File: src/rtl/pwbt_pkg.sv
package pwbt_pkg;

    // Frame buffer geometry.
    localparam int BUF_DEPTH = 16;
    localparam int BUF_AW    = (BUF_DEPTH > 1) ? $clog2(BUF_DEPTH) : 1;
    localparam int LEN_W     = $clog2(BUF_DEPTH + 1);

    // Field widths fixed by the interface.
    localparam int OPC_W  = 2;
    localparam int IDX_W  = 4;
    localparam int BYTE_W = 8;
    localparam int CNT_W  = 8;
    localparam int TIME_W = 16;
    localparam int CUR_W  = 4;
    localparam int REG_W  = 2;

    typedef logic [OPC_W-1:0]  t_opcode;
    typedef logic [TIME_W-1:0] t_time;
    typedef logic [CUR_W-1:0]  t_cursor;
    typedef logic [REG_W-1:0]  t_reg_idx;

    // Input opcodes.
    localparam t_opcode OP_WRITE = 2'd0;
    localparam t_opcode OP_START = 2'd1;
    localparam t_opcode OP_TICK  = 2'd2;

    // Configuration register indexes.
    localparam t_reg_idx REG_HIGH_TIME = 2'd0;
    localparam t_reg_idx REG_SYNC_GAP  = 2'd1;
    localparam t_reg_idx REG_SHORT_GAP = 2'd2;
    localparam t_reg_idx REG_LONG_GAP  = 2'd3;

    // Reset values of the timing registers.
    localparam t_time RST_HIGH_TIME = 16'd540;
    localparam t_time RST_SYNC_GAP  = 16'd4000;
    localparam t_time RST_SHORT_GAP = 16'd900;
    localparam t_time RST_LONG_GAP  = 16'd1900;

    // Bit cursor codes: values below FIRST_BIT+1 are bit indexes.
    localparam t_cursor CUR_SYNC  = 4'hE;
    localparam t_cursor CUR_NEXT  = 4'hF;
    localparam t_cursor FIRST_BIT = 4'h7;

endpackage

File: src/rtl/pwbt_in_if.sv
interface pwbt_in_if;
    logic                             valid;
    logic                             ready;
    pwbt_pkg::t_opcode                opcode;
    logic [pwbt_pkg::IDX_W-1:0]       byte_index;
    logic [pwbt_pkg::BYTE_W-1:0]      data_byte;
    logic [pwbt_pkg::CNT_W-1:0]       frame_length;
    logic [pwbt_pkg::CNT_W-1:0]       repeat_count;

    modport source (
        output valid, opcode, byte_index, data_byte, frame_length, repeat_count,
        input  ready
    );
    modport sink (
        input  valid, opcode, byte_index, data_byte, frame_length, repeat_count,
        output ready
    );
endinterface

File: src/rtl/pwbt_out_if.sv
interface pwbt_out_if;
    logic valid;
    logic ready;
    logic pin_level;
    logic busy_res;
    logic accepted;

    modport source (
        output valid, pin_level, busy_res, accepted,
        input  ready
    );
    modport sink (
        input  valid, pin_level, busy_res, accepted,
        output ready
    );
endinterface

File: src/rtl/pulse_width_burst_transmitter_unit.sv
// Timing: the result beat for an input beat is registered and presented in the cycle after it is accepted.
// Throughput: one input beat per cycle; the only limit is the single output register,
// which frees itself in the same cycle that its beat is taken.
// Reset (synchronous, active low): burst control and the output valid flag are cleared and
// the timing registers return to their defaults; the frame buffer holds no reset value.
module pulse_width_burst_transmitter_unit (
    input  logic                        i_clk,
    input  logic                        i_rst_n,
    input  logic                        i_cfg_we,
    input  pwbt_pkg::t_reg_idx          i_cfg_idx,
    input  pwbt_pkg::t_time             i_cfg_data,
    pwbt_in_if.sink                     i_in,
    pwbt_out_if.source                  o_out
);

    // Timing registers, written through the configuration port.
    pwbt_pkg::t_time r_high_time;
    pwbt_pkg::t_time r_sync_gap;
    pwbt_pkg::t_time r_short_gap;
    pwbt_pkg::t_time r_long_gap;

    // Frame buffer. It is small and read at a single address, so it lives in flops.
    logic [pwbt_pkg::BYTE_W-1:0] r_frame_buffer [pwbt_pkg::BUF_DEPTH];

    // Burst sequencing state.
    logic [pwbt_pkg::LEN_W-1:0]  r_active_length, n_active_length;
    logic [pwbt_pkg::CNT_W-1:0]  r_bursts_left,   n_bursts_left;
    logic [pwbt_pkg::LEN_W-1:0]  r_byte_position, n_byte_position;
    pwbt_pkg::t_cursor           r_bit_cursor,    n_bit_cursor;
    logic                        r_pin_state,     n_pin_state;
    pwbt_pkg::t_time             r_interval_left, n_interval_left;

    // Output register.
    logic r_out_valid;
    logic r_out_pin;
    logic r_out_busy;
    logic r_out_acc;
    logic n_acc;

    logic in_beat;
    logic buf_we;

    // The output register parts the two sides: a new beat is taken whenever the
    // register is empty or its current beat leaves in this cycle.
    assign i_in.ready = !r_out_valid || o_out.ready;
    assign in_beat    = i_in.valid && i_in.ready;

    assign o_out.valid     = r_out_valid;
    assign o_out.pin_level = r_out_pin;
    assign o_out.busy_res  = r_out_busy;
    assign o_out.accepted  = r_out_acc;

    // Byte writes are taken only while no burst runs and the index fits the buffer.
    assign buf_we = in_beat && (i_in.opcode == pwbt_pkg::OP_WRITE) && (r_bursts_left == '0)
                    && (32'(i_in.byte_index) < pwbt_pkg::BUF_DEPTH);

    always_ff @(posedge i_clk) begin
        if (!i_rst_n) begin
            r_high_time  <= pwbt_pkg::RST_HIGH_TIME;
            r_sync_gap   <= pwbt_pkg::RST_SYNC_GAP;
            r_short_gap  <= pwbt_pkg::RST_SHORT_GAP;
            r_long_gap   <= pwbt_pkg::RST_LONG_GAP;
        end else if (i_cfg_we) begin
            unique case (i_cfg_idx)
                pwbt_pkg::REG_HIGH_TIME: r_high_time <= i_cfg_data;
                pwbt_pkg::REG_SYNC_GAP:  r_sync_gap  <= i_cfg_data;
                pwbt_pkg::REG_SHORT_GAP: r_short_gap <= i_cfg_data;
                pwbt_pkg::REG_LONG_GAP:  r_long_gap  <= i_cfg_data;
                default: ;
            endcase
        end
    end

    always_ff @(posedge i_clk) begin
        if (buf_we) begin
            r_frame_buffer[i_in.byte_index[pwbt_pkg::BUF_AW-1:0]] <= i_in.data_byte;
        end
    end

    // One pass of the sequencer. A tick counts the current interval down; when it
    // runs out, the next level and its duration are chosen. Running out means the
    // count reaches zero after the decrement, so a duration of zero lasts one tick.
    always_comb begin
        logic                        busy;
        logic [pwbt_pkg::CNT_W-1:0]  len_clamped;
        pwbt_pkg::t_time             il_dec;
        logic [pwbt_pkg::BYTE_W-1:0] byte_val;
        logic [2:0]                  bit_sel;

        busy            = (r_bursts_left != '0);
        len_clamped     = '0;
        il_dec          = '0;
        byte_val        = '0;
        bit_sel         = '0;
        n_active_length = r_active_length;
        n_bursts_left   = r_bursts_left;
        n_byte_position = r_byte_position;
        n_bit_cursor    = r_bit_cursor;
        n_pin_state     = r_pin_state;
        n_interval_left = r_interval_left;
        n_acc           = 1'b0;

        case (i_in.opcode)
            pwbt_pkg::OP_WRITE: begin
                n_acc = buf_we;
            end
            pwbt_pkg::OP_START: begin
                if (!busy) begin
                    n_acc = 1'b1;
                    len_clamped = (32'(i_in.frame_length) > pwbt_pkg::BUF_DEPTH)
                                  ? pwbt_pkg::CNT_W'(pwbt_pkg::BUF_DEPTH)
                                  : i_in.frame_length;
                    n_byte_position = '0;
                    n_bit_cursor    = pwbt_pkg::CUR_SYNC;
                    n_pin_state     = 1'b0;
                    n_interval_left = '0;
                    // A zero length or repeat count leaves the block idle.
                    if (len_clamped != '0 && i_in.repeat_count != '0) begin
                        n_active_length = len_clamped[pwbt_pkg::LEN_W-1:0];
                        n_bursts_left   = i_in.repeat_count;
                    end else begin
                        n_active_length = '0;
                        n_bursts_left   = '0;
                    end
                end
            end
            pwbt_pkg::OP_TICK: begin
                if (busy) begin
                    il_dec = (r_interval_left != '0) ? r_interval_left - 1'b1 : r_interval_left;
                    n_interval_left = il_dec;
                    if (il_dec == '0) begin
                        if (r_active_length == '0) begin
                            n_bursts_left = '0;
                            n_pin_state   = 1'b0;
                        end else begin
                            // Step to the next byte after its last bit went out.
                            if (n_bit_cursor == pwbt_pkg::CUR_NEXT) begin
                                n_bit_cursor    = pwbt_pkg::FIRST_BIT;
                                n_byte_position = n_byte_position + 1'b1;
                            end
                            // End of frame: rewind and count one repetition off.
                            if (n_byte_position >= r_active_length) begin
                                n_byte_position = '0;
                                n_bit_cursor    = pwbt_pkg::CUR_SYNC;
                                n_bursts_left   = n_bursts_left - 1'b1;
                            end
                            if (n_bursts_left == '0) begin
                                n_pin_state = 1'b0;
                            end else if (r_pin_state) begin
                                // High pulse done: follow with the gap that codes it.
                                n_pin_state = 1'b0;
                                if (n_bit_cursor == pwbt_pkg::CUR_SYNC) begin
                                    n_interval_left = r_sync_gap;
                                    n_bit_cursor    = pwbt_pkg::FIRST_BIT;
                                end else begin
                                    if (32'(n_byte_position) < pwbt_pkg::BUF_DEPTH) begin
                                        byte_val = r_frame_buffer[
                                            n_byte_position[pwbt_pkg::BUF_AW-1:0]];
                                    end
                                    bit_sel = n_bit_cursor[2:0];
                                    n_interval_left = byte_val[bit_sel] ? r_long_gap
                                                                        : r_short_gap;
                                    n_bit_cursor = n_bit_cursor - 1'b1;
                                end
                            end else begin
                                n_pin_state     = 1'b1;
                                n_interval_left = r_high_time;
                            end
                        end
                    end
                end
            end
            default: ;
        endcase
    end

    always_ff @(posedge i_clk) begin
        if (!i_rst_n) begin
            r_active_length <= '0;
            r_bursts_left   <= '0;
            r_byte_position <= '0;
            r_bit_cursor    <= pwbt_pkg::CUR_SYNC;
            r_pin_state     <= 1'b0;
            r_interval_left <= '0;
        end else if (in_beat) begin
            r_active_length <= n_active_length;
            r_bursts_left   <= n_bursts_left;
            r_byte_position <= n_byte_position;
            r_bit_cursor    <= n_bit_cursor;
            r_pin_state     <= n_pin_state;
            r_interval_left <= n_interval_left;
        end
    end

    // The result beat reports the state left behind by its input beat.
    always_ff @(posedge i_clk) begin
        if (!i_rst_n) begin
            r_out_valid <= 1'b0;
        end else if (in_beat) begin
            r_out_valid <= 1'b1;
        end else if (o_out.ready) begin
            r_out_valid <= 1'b0;
        end
    end

    always_ff @(posedge i_clk) begin
        if (in_beat) begin
            r_out_pin  <= n_pin_state;
            r_out_busy <= (n_bursts_left != '0);
            r_out_acc  <= n_acc;
        end
    end

    // The pin rests low whenever no burst is running.
    a_idle_pin_low: assert property (@(posedge i_clk) disable iff (!i_rst_n)
        (r_bursts_left == '0) |-> !r_pin_state)
        else $error("pin high while idle");

    // A write or start that arrives during a burst must be reported as ignored.
    a_busy_not_acc: assert property (@(posedge i_clk) disable iff (!i_rst_n)
        (in_beat && r_bursts_left != '0
         && (i_in.opcode == pwbt_pkg::OP_WRITE || i_in.opcode == pwbt_pkg::OP_START))
        |=> !r_out_acc)
        else $error("beat taken while busy");

    // During a burst the byte pointer stays inside the active frame.
    a_pos_in_frame: assert property (@(posedge i_clk) disable iff (!i_rst_n)
        (r_bursts_left != '0) |-> (r_byte_position < r_active_length))
        else $error("byte position beyond frame");

    // The reported busy flag follows the burst counter it was taken from.
    a_busy_flag: assert property (@(posedge i_clk) disable iff (!i_rst_n)
        in_beat |=> (r_out_busy == (r_bursts_left != '0)))
        else $error("busy flag mismatch");

endmodule
File: src/flat_wrapper.sv
// flat-port wrapper written by rule: the top's interface ports become plain ports
module pulse_width_burst_transmitter_unit_flat 
  (i_clk, i_rst_n, i_cfg_we, i_cfg_idx, i_cfg_data, i_in_valid, i_in_opcode, i_in_byte_index, i_in_data_byte, i_in_frame_length, i_in_repeat_count, i_in_ready, o_out_valid, o_out_pin_level, o_out_busy_res, o_out_accepted, o_out_ready);
  pwbt_in_if i_in_i ();
  pwbt_out_if o_out_i ();
  input  logic i_clk;
  input  logic i_rst_n;
  input  logic i_cfg_we;
  input  pwbt_pkg::t_reg_idx i_cfg_idx;
  input  pwbt_pkg::t_time i_cfg_data;
  input wire logic [$bits(i_in_i.valid)-1:0] i_in_valid;
  input wire logic [$bits(i_in_i.opcode)-1:0] i_in_opcode;
  input wire logic [$bits(i_in_i.byte_index)-1:0] i_in_byte_index;
  input wire logic [$bits(i_in_i.data_byte)-1:0] i_in_data_byte;
  input wire logic [$bits(i_in_i.frame_length)-1:0] i_in_frame_length;
  input wire logic [$bits(i_in_i.repeat_count)-1:0] i_in_repeat_count;
  output wire logic [$bits(i_in_i.ready)-1:0] i_in_ready;
  output wire logic [$bits(o_out_i.valid)-1:0] o_out_valid;
  output wire logic [$bits(o_out_i.pin_level)-1:0] o_out_pin_level;
  output wire logic [$bits(o_out_i.busy_res)-1:0] o_out_busy_res;
  output wire logic [$bits(o_out_i.accepted)-1:0] o_out_accepted;
  input wire logic [$bits(o_out_i.ready)-1:0] o_out_ready;
  assign i_in_i.valid = i_in_valid;
  assign i_in_i.opcode = i_in_opcode;
  assign i_in_i.byte_index = i_in_byte_index;
  assign i_in_i.data_byte = i_in_data_byte;
  assign i_in_i.frame_length = i_in_frame_length;
  assign i_in_i.repeat_count = i_in_repeat_count;
  assign i_in_ready = i_in_i.ready;
  assign o_out_valid = o_out_i.valid;
  assign o_out_pin_level = o_out_i.pin_level;
  assign o_out_busy_res = o_out_i.busy_res;
  assign o_out_accepted = o_out_i.accepted;
  assign o_out_i.ready = o_out_ready;
  pulse_width_burst_transmitter_unit u_core (.i_clk(i_clk), .i_rst_n(i_rst_n), .i_cfg_we(i_cfg_we), .i_cfg_idx(i_cfg_idx), .i_cfg_data(i_cfg_data), .i_in(i_in_i), .o_out(o_out_i));
endmodule
File: config.mk
export PLATFORM = sky130hd
export DESIGN_NAME = pulse_width_burst_transmitter_unit_flat
export DESIGN_NICKNAME = d
export VERILOG_FILES = /design/src/rtl/pwbt_pkg.sv /design/src/rtl/pwbt_in_if.sv /design/src/rtl/pwbt_out_if.sv /design/src/rtl/pulse_width_burst_transmitter_unit.sv /design/src/flat_wrapper.sv
export SDC_FILE = /design/constraint.sdc
export NUM_CORES = 1
export LEC_CHECK = 0
export ABC_AREA = 0
export CAP_MARGIN = 10
export CORE_AREA = 4 4 159 161
export CTS_CLUSTER_SIZE = 8
export DETAILED_ROUTE_END_ITERATION = 10
export DIE_AREA = 0 0 163 165
export DONT_BUFFER_PORTS = 1
export PLACE_DENSITY_LB_ADDON = 0.1
export SYNTH_ARGS = -nofsm -noshare
export SYNTH_HDL_FRONTEND = slang
export SYNTH_SLANG_ARGS = --single-unit
File: constraint.sdc
create_clock -name i_clk -period 4.13 [get_ports i_clk]
set_input_delay 0.6195 -clock i_clk [delete_from_list [all_inputs] [get_ports i_clk]]
set_output_delay 0.6195 -clock i_clk [all_outputs]
set_load 0.05 [all_outputs]
==> impl_metrics.toml, run 1 <==
[run_status]
status = "complete, no violations"

[worst_setup_path]
cp_top_family = "compound AO/OA/AOI/OAI gates"
path_buf_inv = 6
path_cells = "buf_12 -> nand3_1 -> or3_1 -> and2_4 -> inv_2 -> ha_1 -> and2_4 -> a211oi_4 -> buf_12 -> buf_4 -> buf_4 -> mux2i_1 -> a31oi_1 -> o2111ai_4 -> buf_4 -> a211o_1 -> a31oi_1 -> o21ai_0 -> a21o_1"
worstPathRequired_ps = 4540
crit_fanout = 6
start_kind = "register"
critPathCaptureType = "register"
cp_slowest_stage_delay_ps = 380
crit_top_cell = "buf_4"
crit_type = "register to register"
slowest_stage = "or3_1"
crit_arrival_ps = 4450

[floorplanning]
die_h_um = 165
pin_count = 58
initial_core_util_pct = 49.03
fp.coreArea_sq_um = 23960
die_w_um = 163
rows = 57
die_area_sq_um = 26900

[clocking]
clkTransAtPathRegs_ps = 50
clockBufferDepth = 3
htreeDepth = 2
cts_root_buf = "clkbuf_16"
cts_hold_buffers = 0
cts_buffers = 35
cts_sinks = 235
cts_tree = "built"
insertion_delay_ps = 520

[route]
drt_first_pass_iters = 6
ant_nets = 0
wirelength_mm = 37.01
viasPerCell = 6.178
vias = 10130
dr_wl_met2_mm = 18.05
drt_iter0_drc = 1081
wl_per_cell_um = 22.58
routed.top_layer = "met4"
route.met3.wl_mm = 2.608
wl_met1_mm = 14.87
drc = 0

[finish]
layout-drive-gt1-share_pct = 18.10
stdcell_area_sq_um = 14150
final_common_cell = "nand2_1"
layout_common_cells = "202 x nand2_1, 131 x edfxtp_1, 99 x buf_4, 98 x dfxtp_1, 95 x a21oi_1"
area_delta_synth_final_pct = 20.43
antenna_cells = 0
instances_no_fill = 1639
nets = 1363

[global_route]
grt_max_degree = 60
antenna_found_initial = 0
grt_pass1_wl_mm = 55.90
grt_use_total_pct = 26.97
grt_pass1_vias = 9645
overflow = 0

[yosys]
synth_edf_count = 131
synth_top_family_by_area = "compound AO/OA/AOI/OAI gates"
synth_warnings = 0
syn_avg_cell_area_sq_um = 9.679
ys_ff_latch = 235
async_flop_share_pct = 0
syn-instance-count = 1214
yosys.area_share.simple_pct = 19.67
netlist.top_cell.by_area = "edfxtp_1"
mappedNetlistNets = 1281
synth-main-ff-cell = "edfxtp_1"
synth_top_area_share_pct = 33.48
seq_area_frac_synth_pct = 51.20
synth_mux_area_share_pct = 2.630
synthesis.area_sq_um = 11750
synth_area_leaders = "edfxtp_1 33%, dfxtp_1 18%, nand2_1 6.5%"
synth-xor-area-share_pct = 0.6070
synth_cell_type_count = 89
synthAdderAreaFrac_pct = 1.491
synth_compound_area_share_pct = 20.58

[job]
maxCapViolations = 0

[timing]
tightest_slew_ps = 938.1
hold_viol = 0
fmax_ghz = 0.2470
slew_headroom_pct = 37.23
finalSetupViolations = 0
fin_skew_ps = 14.65
fin_tns_setup_ps = 0
final-max-slew-violation-count = 0
worst_slack_ps = 81.08
min_period_over_period_pct = 98.04
fin_hold_ws_ps = 178.8
fin_crit_ps = 4049

[worst_hold_path]
hold_class = "input pin to register"

[power]
ir_worst_vdd_mv = 0.3976
powerDensity_nw_per_um2 = 406.9
p_leak_nw = 5.051

[placement]
portBuffers = 0
dp_hpwl_mm = 24.77
place_area_sq_um = 12710
dp_cells = 1558
gp_routability_congestion = 0.8897
pre_cts_slack_ps = -186.3
stage by stage:
| step | total power, mW | utilization [%] |
|---|---|---|
| floorplan | 2.984 | - |
| global placement | 3.182 | 53.02 |
| detailed placement | 3.181 | 53.02 |
| CTS | 5.786 | 57.33 |
| global route | 5.970 | 59.05 |
| finish | 5.758 | 59.05 |
what timing repair did:
action / CTS / global route
pin swaps: 1 / 28
gates cloned: 0 / 1
setup buffers: 2 / 22
setup endpoints to repair: 15 / 20
gates resized for setup: 3 / 51
area by class of cell:
type	instances	area (sq um)
multi-input cells	872	5534
inverters	34	127.6
repair buffers	118	1059
fillers	2060	9812
flip-flops and latches	235	6028
well taps	324	405.4
clock inverters	3	32.53
clock buffers	53	964.7
sequential cells by signal (all words and copies together), names as in the netlist:
| name | cells |
|---|---|
| u_core.r_frame_buffer | 128 |
| u_core.r_high_time | 16 |
| u_core.r_interval_left | 16 |
| u_core.r_long_gap | 16 |
| u_core.r_short_gap | 16 |
| u_core.r_sync_gap | 16 |
| u_core.r_bursts_left | 8 |
| u_core.r_active_length | 5 |
| u_core.r_byte_position | 5 |
| u_core.r_bit_cursor | 4 |
| u_core.o_out.accepted | 1 |
| u_core.o_out.busy_res | 1 |
| u_core.o_out.pin_level | 1 |
| u_core.o_out.valid | 1 |
| u_core.r_pin_state | 1 |
cell usage after synthesis, drive strengths merged (12+ instances only):
master / count
o22ai: 12
buf: 18
clkbuf: 55
inv: 33
edfxtp: 131
nand2: 204
nand3: 61
dfxtp: 104
nor3: 33
nor2: 68
nand2b: 12
mux2i: 17
nor4: 20
a221oi: 12
a211oi: 26
a21oi: 98
and3: 13
a31oi: 16
o21ai: 61
ha: 14
kinds of logic after synthesis:
| group | Yosys count |
|---|---|
| compound gates | 349 |
| simple gates | 478 |
| xor+xnor | 6 |
| fa+ha+maj | 14 |
| flops | 235 |
| mux | 25 |
| buf+inv | 107 |
report_power, final:
| part | switching [mW] | internal, mW | total, mW |
|---|---|---|---|
| Combinational | 0.364 | 0.225 | 0.589 |
| Clock | 1.01 | 1.60 | 2.61 |
| Sequential | 0.0472 | 2.51 | 2.56 |
| Total | 1.42 | 4.34 | 5.76 |
routing by layer:
metal | GRT usage (%) | up-vias
met1 | 34.02 | 4854
met3 | 5.216 | 114
li1 | - | 4727
met5 | 0 | -
met2 | 46.04 | 431
met4 | 10.45 | 0
path summary, 6_finish.rpt:
path / startpoint / slack (ps) / end / cells after the start
setup / recovery: u_core.r_byte_position[1] / 80 / u_core.r_interval_left[15] / 19
hold / removal: i_rst_n / 180 / u_core.r_high_time[4] / 1
setup reg to reg: u_core.r_byte_position[1] / 80 / u_core.r_interval_left[15] / 19
hold reg to reg: u_core.r_high_time[12] / 450 / u_core.r_high_time[12] / 2
Power figures use the tool's default switching activity.
==> inputs of run 2 (changes only) <==
--- a/config.mk
+++ b/config.mk
@@ -7,10 +7,10 @@
 export LEC_CHECK = 0
 export ABC_AREA = 0
 export CAP_MARGIN = 10
-export CORE_AREA = 4 4 159 161
+export CORE_AREA = 2 2 157 159
 export CTS_CLUSTER_SIZE = 8
 export DETAILED_ROUTE_END_ITERATION = 10
-export DIE_AREA = 0 0 163 165
+export DIE_AREA = 0 0 159 161
 export DONT_BUFFER_PORTS = 1
 export PLACE_DENSITY_LB_ADDON = 0.1
 export SYNTH_ARGS = -nofsm -noshare
==> run 2 against run 1 <==
- hold slack improved by 16 ps
- clock power about the same
- clock skew increased by 3.3 ps
- clock-buffer cell count up 1
- fmax down 1.3%
- wire length shrank 0.23%
- register-to-register slack worse by 50 ps
- global-route usage is 0.97 points higher
- final cell count about the same
- non-clock buffer count did not move
- critical path type unchanged
- highest routed layer unchanged
==> impl_metrics.toml, run 2 (same netlist as run 1, synthesis figures left out) <==
[run_status]
status = "complete, no violations"

[clocking]
htreeDepth = 2
cts_tree = "built"
cts_sinks = 235
cts_buffers = 35
insertion_delay_ps = 520
clockBufferDepth = 3
cts_hold_buffers = 0
clkTransAtPathRegs_ps = 50
cts_root_buf = "clkbuf_16"

[timing]
worst_slack_ps = 27.53
final-max-slew-violation-count = 0
fin_hold_ws_ps = 194.6
hold_viol = 0
fin_skew_ps = 17.97
fin_crit_ps = 4102
fmax_ghz = 0.2438
tightest_slew_ps = 946.5
slew_headroom_pct = 36.67
min_period_over_period_pct = 99.33
finalSetupViolations = 0

[floorplanning]
die_h_um = 161
initial_core_util_pct = 49.03
die_area_sq_um = 25600
pin_count = 58
fp.coreArea_sq_um = 23960
die_w_um = 159
rows = 57

[worst_setup_path]
slowest_stage = "o41a_1"
path_buf_inv = 6
path_cells = "ha_4 -> nand3_2 -> or3_4 -> and2_4 -> inv_2 -> ha_4 -> a21o_4 -> a211oi_4 -> buf_6 -> buf_6 -> mux2i_2 -> o211ai_1 -> o41a_1 -> a211oi_2 -> buf_4 -> nor3_2 -> buf_4 -> buf_12 -> a211oi_1 -> o21ai_0"
crit_fanout = 10
start_kind = "register"
crit_type = "register to register"
crit_arrival_ps = 4490
critPathCaptureType = "register"
cp_top_family = "compound AO/OA/AOI/OAI gates"
worstPathRequired_ps = 4520
cp_slowest_stage_delay_ps = 450

[placement]
pre_cts_slack_ps = -23.07
dp_hpwl_mm = 24.97
portBuffers = 0
dp_cells = 1564
gp_routability_congestion = 0.9530
place_area_sq_um = 12790

[global_route]
antenna_found_initial = 0
overflow = 0
grt_use_total_pct = 27.94
grt_pass1_wl_mm = 56.37
grt_pass1_vias = 9885
grt_max_degree = 60

[finish]
stdcell_area_sq_um = 14210
antenna_cells = 0
nets = 1363
final_common_cell = "nand2_1"
layout-drive-gt1-share_pct = 18.54
instances_no_fill = 1640
n_fill_cell = 2049
largest_reg_flops = 128
area_delta_synth_final_pct = 20.90
layout_common_cells = "201 x nand2_1, 131 x edfxtp_1, 99 x dfxtp_1, 98 x buf_4, 96 x a21oi_1"

[route]
drc = 0
drt_first_pass_iters = 6
ant_nets = 0
wirelength_mm = 36.93
viasPerCell = 6.265
drt_iter0_drc = 948
wl_per_cell_um = 22.52
vias = 10270

[job]
maxCapViolations = 0

[power]
powerDensity_nw_per_um2 = 403.6
ir_worst_vdd_mv = 0.3308
p_leak_nw = 5.073
power_mw = 5.734

[worst_hold_path]
hold_class = "input pin to register"
run 2: cell types whose count changed in the layout (fill, tap and decap cells not counted), sizes merged:
cell	delta
clkbuf	+3
buf	-2
clkinv	+1
clkinvlp	-1
run 2: what timing repair did:
action,4_1_cts,5_1_grt
cloned,0,3
pin swaps,1,26
setup buffers,0,16
resized for setup,0,52
endpoints found under the setup margin,9,19
run 2: worst register-to-register path, cell delays in order (launching register included):
cell	delay (ps)
dfxtp_2	350
ha_4	160
nand3_2	90
or3_4	390
and2_4	170
inv_2	70
ha_4	210
a21o_4	240
a211oi_4	210
buf_6	160
buf_6	120
mux2i_2	210
o211ai_1	120
o41a_1	450
a211oi_2	220
buf_4	170
nor3_2	40
buf_4	140
buf_12	150
a211oi_1	210
o21ai_0	110
run 2: final cells by class:
cell class	instances	area, sq um	share of cell area [%]
clock buffers	54	957.2	6.738
clock inverters	3	52.55	0.3699
inverters	34	127.6	0.8984
multi-input cells	872	5552	39.08
flip-flops and latches	235	6022	42.39
well taps	324	405.4	2.854
repair buffers	118	1090	7.671
run 2: metal layers:
metal  GRT usage, %  routed length, um  up-vias  share of wire, %
li1               -                  -     4748                 -
met1          35.14              14730     4913                40
met2          48.77              18030      478                49
met3          4.571               2645      135               7.2
met4          10.37               1524        0               4.1
met5              0                  0        -                 0
run 2: power by group:
| group | switching, mW | total (mW) | internal [mW] |
|---|---|---|---|
| logic | 0.352 | 0.566 | 0.215 |
| clock network | 1.01 | 2.60 | 1.59 |
| registers | 0.0472 | 2.56 | 2.52 |
| total | 1.41 | 5.73 | 4.32 |
run 2: stage by stage:
step | util [%] | setup TNS (ps)
final | 59.28 | 0
after detailed placement | 53.37 | -26.49
after CTS | 57.58 | 0
after global placement | 53.37 | 0
after floorplan | - | 0
after global routing | 59.28 | -870.9
run 2: final timing paths:
path,from,cells after the start,slack (ps),to
setup / recovery,u_core.r_byte_position[1],20,30,u_core.r_interval_left[1]
hold / removal,i_in_data_byte[0],0,190,u_core.r_frame_buffer[1][0]
setup reg to reg,u_core.r_byte_position[1],20,30,u_core.r_interval_left[1]
hold reg to reg,u_core.r_sync_gap[2],2,450,u_core.r_sync_gap[2]
==> inputs of run 3 (changes only) <==
==> constraint.sdc (replaced) <==
create_clock -name i_clk -period 3.8 [get_ports i_clk]
set_input_delay 0.57 -clock i_clk [delete_from_list [all_inputs] [get_ports i_clk]]
set_output_delay 0.57 -clock i_clk [all_outputs]
set_load 0.05 [all_outputs]
==> run 3 against run 2 <==
- the run now ends with negative setup slack left
- wire length shrank 0.18%
- first-iteration DRC count shrank 1.9%
- via count shrank 0.55%
- critical endpoint is now u_core.r_interval_left[11]
- largest cell class unchanged
- largest power group unchanged
- highest routed layer unchanged
==> impl_metrics.toml, run 3 (same netlist as run 1, synthesis figures left out) <==
[timing]
fin_skew_ps = 18.34
tightest_slew_ps = 832.9
finalSetupViolations = 16
rsz0062_at_grt = "yes"
fmax_ghz = 0.2497
worst_slack_ps = -205.4
slew_headroom_pct = 44.32
fin_hold_ws_ps = 142.4
fin_crit_ps = 4005
final-max-slew-violation-count = 0
hold_viol = 0
min_period_over_period_pct = 105.4

[floorplanning]
pin_count = 58
die_w_um = 159
fp.coreArea_sq_um = 23960
rows = 57
die_h_um = 161
initial_core_util_pct = 49.03
die_area_sq_um = 25600

[run_status]
violations = "negative setup slack"
status = "complete, but fails checks"

[clocking]
cts_sinks = 235
cts_tree = "built"
cts_hold_buffers = 0
clkTransAtPathRegs_ps = 50
htreeDepth = 2
clockBufferDepth = 3
cts_root_buf = "clkbuf_16"
insertion_delay_ps = 520
cts_buffers = 35

[route]
drt_iter0_drc = 930
wirelength_mm = 36.86
viasPerCell = 6.129
vias = 10220
ant_nets = 0
wl_per_cell_um = 22.11
drt_first_pass_iters = 6
drc = 0

[power]
p_leak_nw = 5.220
power_mw = 6.284
powerDensity_nw_per_um2 = 432.2
ir_worst_vdd_mv = 0.4545

[placement]
gp_routability_congestion = 0.9007
dp_hpwl_mm = 25.18
pre_cts_slack_ps = -257.2
place_area_sq_um = 13060
portBuffers = 0

[worst_setup_path]
crit_top_cell = "buf_6"
critPathCaptureType = "register"
cp_top_family = "compound AO/OA/AOI/OAI gates"
worstPathRequired_ps = 4180
crit_fanout = 10
crit_arrival_ps = 4390
path_depth = 20
start_kind = "register"
path_cells = "ha_4 -> nand3_2 -> or3_1 -> and2_4 -> inv_4 -> ha_4 -> a21o_4 -> a211oi_4 -> buf_12 -> buf_6 -> buf_6 -> mux2_4 -> a41oi_2 -> o2111ai_4 -> a211oi_4 -> buf_6 -> nor3_4 -> buf_12 -> a211oi_2 -> o21ai_1"
path_buf_inv = 6
crit_type = "register to register"
cp_slowest_stage_delay_ps = 390
slowest_stage = "or3_1"
reg2reg_depth = 20

[finish]
largest_reg_flops = 128
final_common_cell = "nand2_1"
stdcell_area_sq_um = 14540
n_fill_cell = 2069
area_delta_synth_final_pct = 23.72
sequential_cell_area_sq_um = 6030
nets = 1390
multi_input_area_sq_um = 5687
antenna_cells = 0
layout_common_cells = "200 x nand2_1, 131 x edfxtp_1, 124 x buf_4, 97 x dfxtp_1, 95 x a21oi_1"
layout-drive-gt1-share_pct = 21.22

[global_route]
grt_pass1_vias = 9941
antenna_found_initial = 0
grt_max_degree = 60
grt_use_total_pct = 28.33
overflow = 0
grt_pass1_wl_mm = 56.90

[job]
maxCapViolations = 0

[worst_hold_path]
hold_class = "input pin to register"
min_path_cells = 1
==> run 3: cell types whose count changed in the layout (fill, tap and decap cells not counted), sizes merged <==
cell,delta
buf,+29
clkbuf,-2
==> run 3: area by class of cell <==
type / count / area share [%]
Sequential cell: 235 / 41.48
Multi-Input combinational cell: 872 / 39.12
Timing Repair Buffer: 145 / 8.693
Clock buffer: 54 / 6.653
Tap cell: 324 / 2.789
Inverter: 34 / 0.8951
Clock inverter: 3 / 0.3787
==> run 3: worst register-to-register path, stage by stage, from the launching register on <==
cell,delay (ps)
dfxtp_4,370
ha_4,150
nand3_2,90
or3_1,390
and2_4,170
inv_4,60
ha_4,200
a21o_4,210
a211oi_4,300
buf_12,160
buf_6,110
buf_6,90
mux2_4,290
a41oi_2,180
o2111ai_4,190
a211oi_4,280
buf_6,160
nor3_4,60
buf_12,150
a211oi_2,210
o21ai_1,70
==> run 3: routing by layer <==
layer  wire length, um  GRT usage (%)  up-vias
met5                 0              0        -
met4              1283          10.45        0
met3              2259          4.622       87
met2             18450          50.45      384
met1             14860          34.81     4965
li1                  -              -     4781
==> run 3: timing repair <==
action	4_1_cts	5_1_grt
setup buffers	11	18
endpoints found under the setup margin	18	23
cloned	0	1
pin swaps	21	27
gates resized for setup	24	24
==> run 3: metrics by stage <==
step	TNS [ps]	cells	utilization, %
after global routing	-4478	1667	60.67
after CTS	-1497	1648	59.54
after floorplan	-1128	1214	-
after detailed placement	-3247	1580	54.48
after global placement	-1193	1580	54.48
final	-2512	1667	60.67
==> run 3: worst paths after layout <==
kind,slack [ps],from,end
worst min register to register,450,u_core.r_short_gap[14],u_core.r_short_gap[14]
worst max register to register,-210,u_core.r_byte_position[1],u_core.r_interval_left[11]
worst max-delay path,-210,u_core.r_byte_position[1],u_core.r_interval_left[11]
worst min-delay path,140,i_rst_n,u_core.r_long_gap[2]
==> run 3: report_power, final <==
group / internal [mW] / switching (mW) / leakage [nW]
clock: 1.75 / 1.11 / 0.489
combinational: 0.242 / 0.395 / 2.71
sequential: 2.73 / 0.0515 / 2.03
total: 4.72 / 1.56 / 5.22
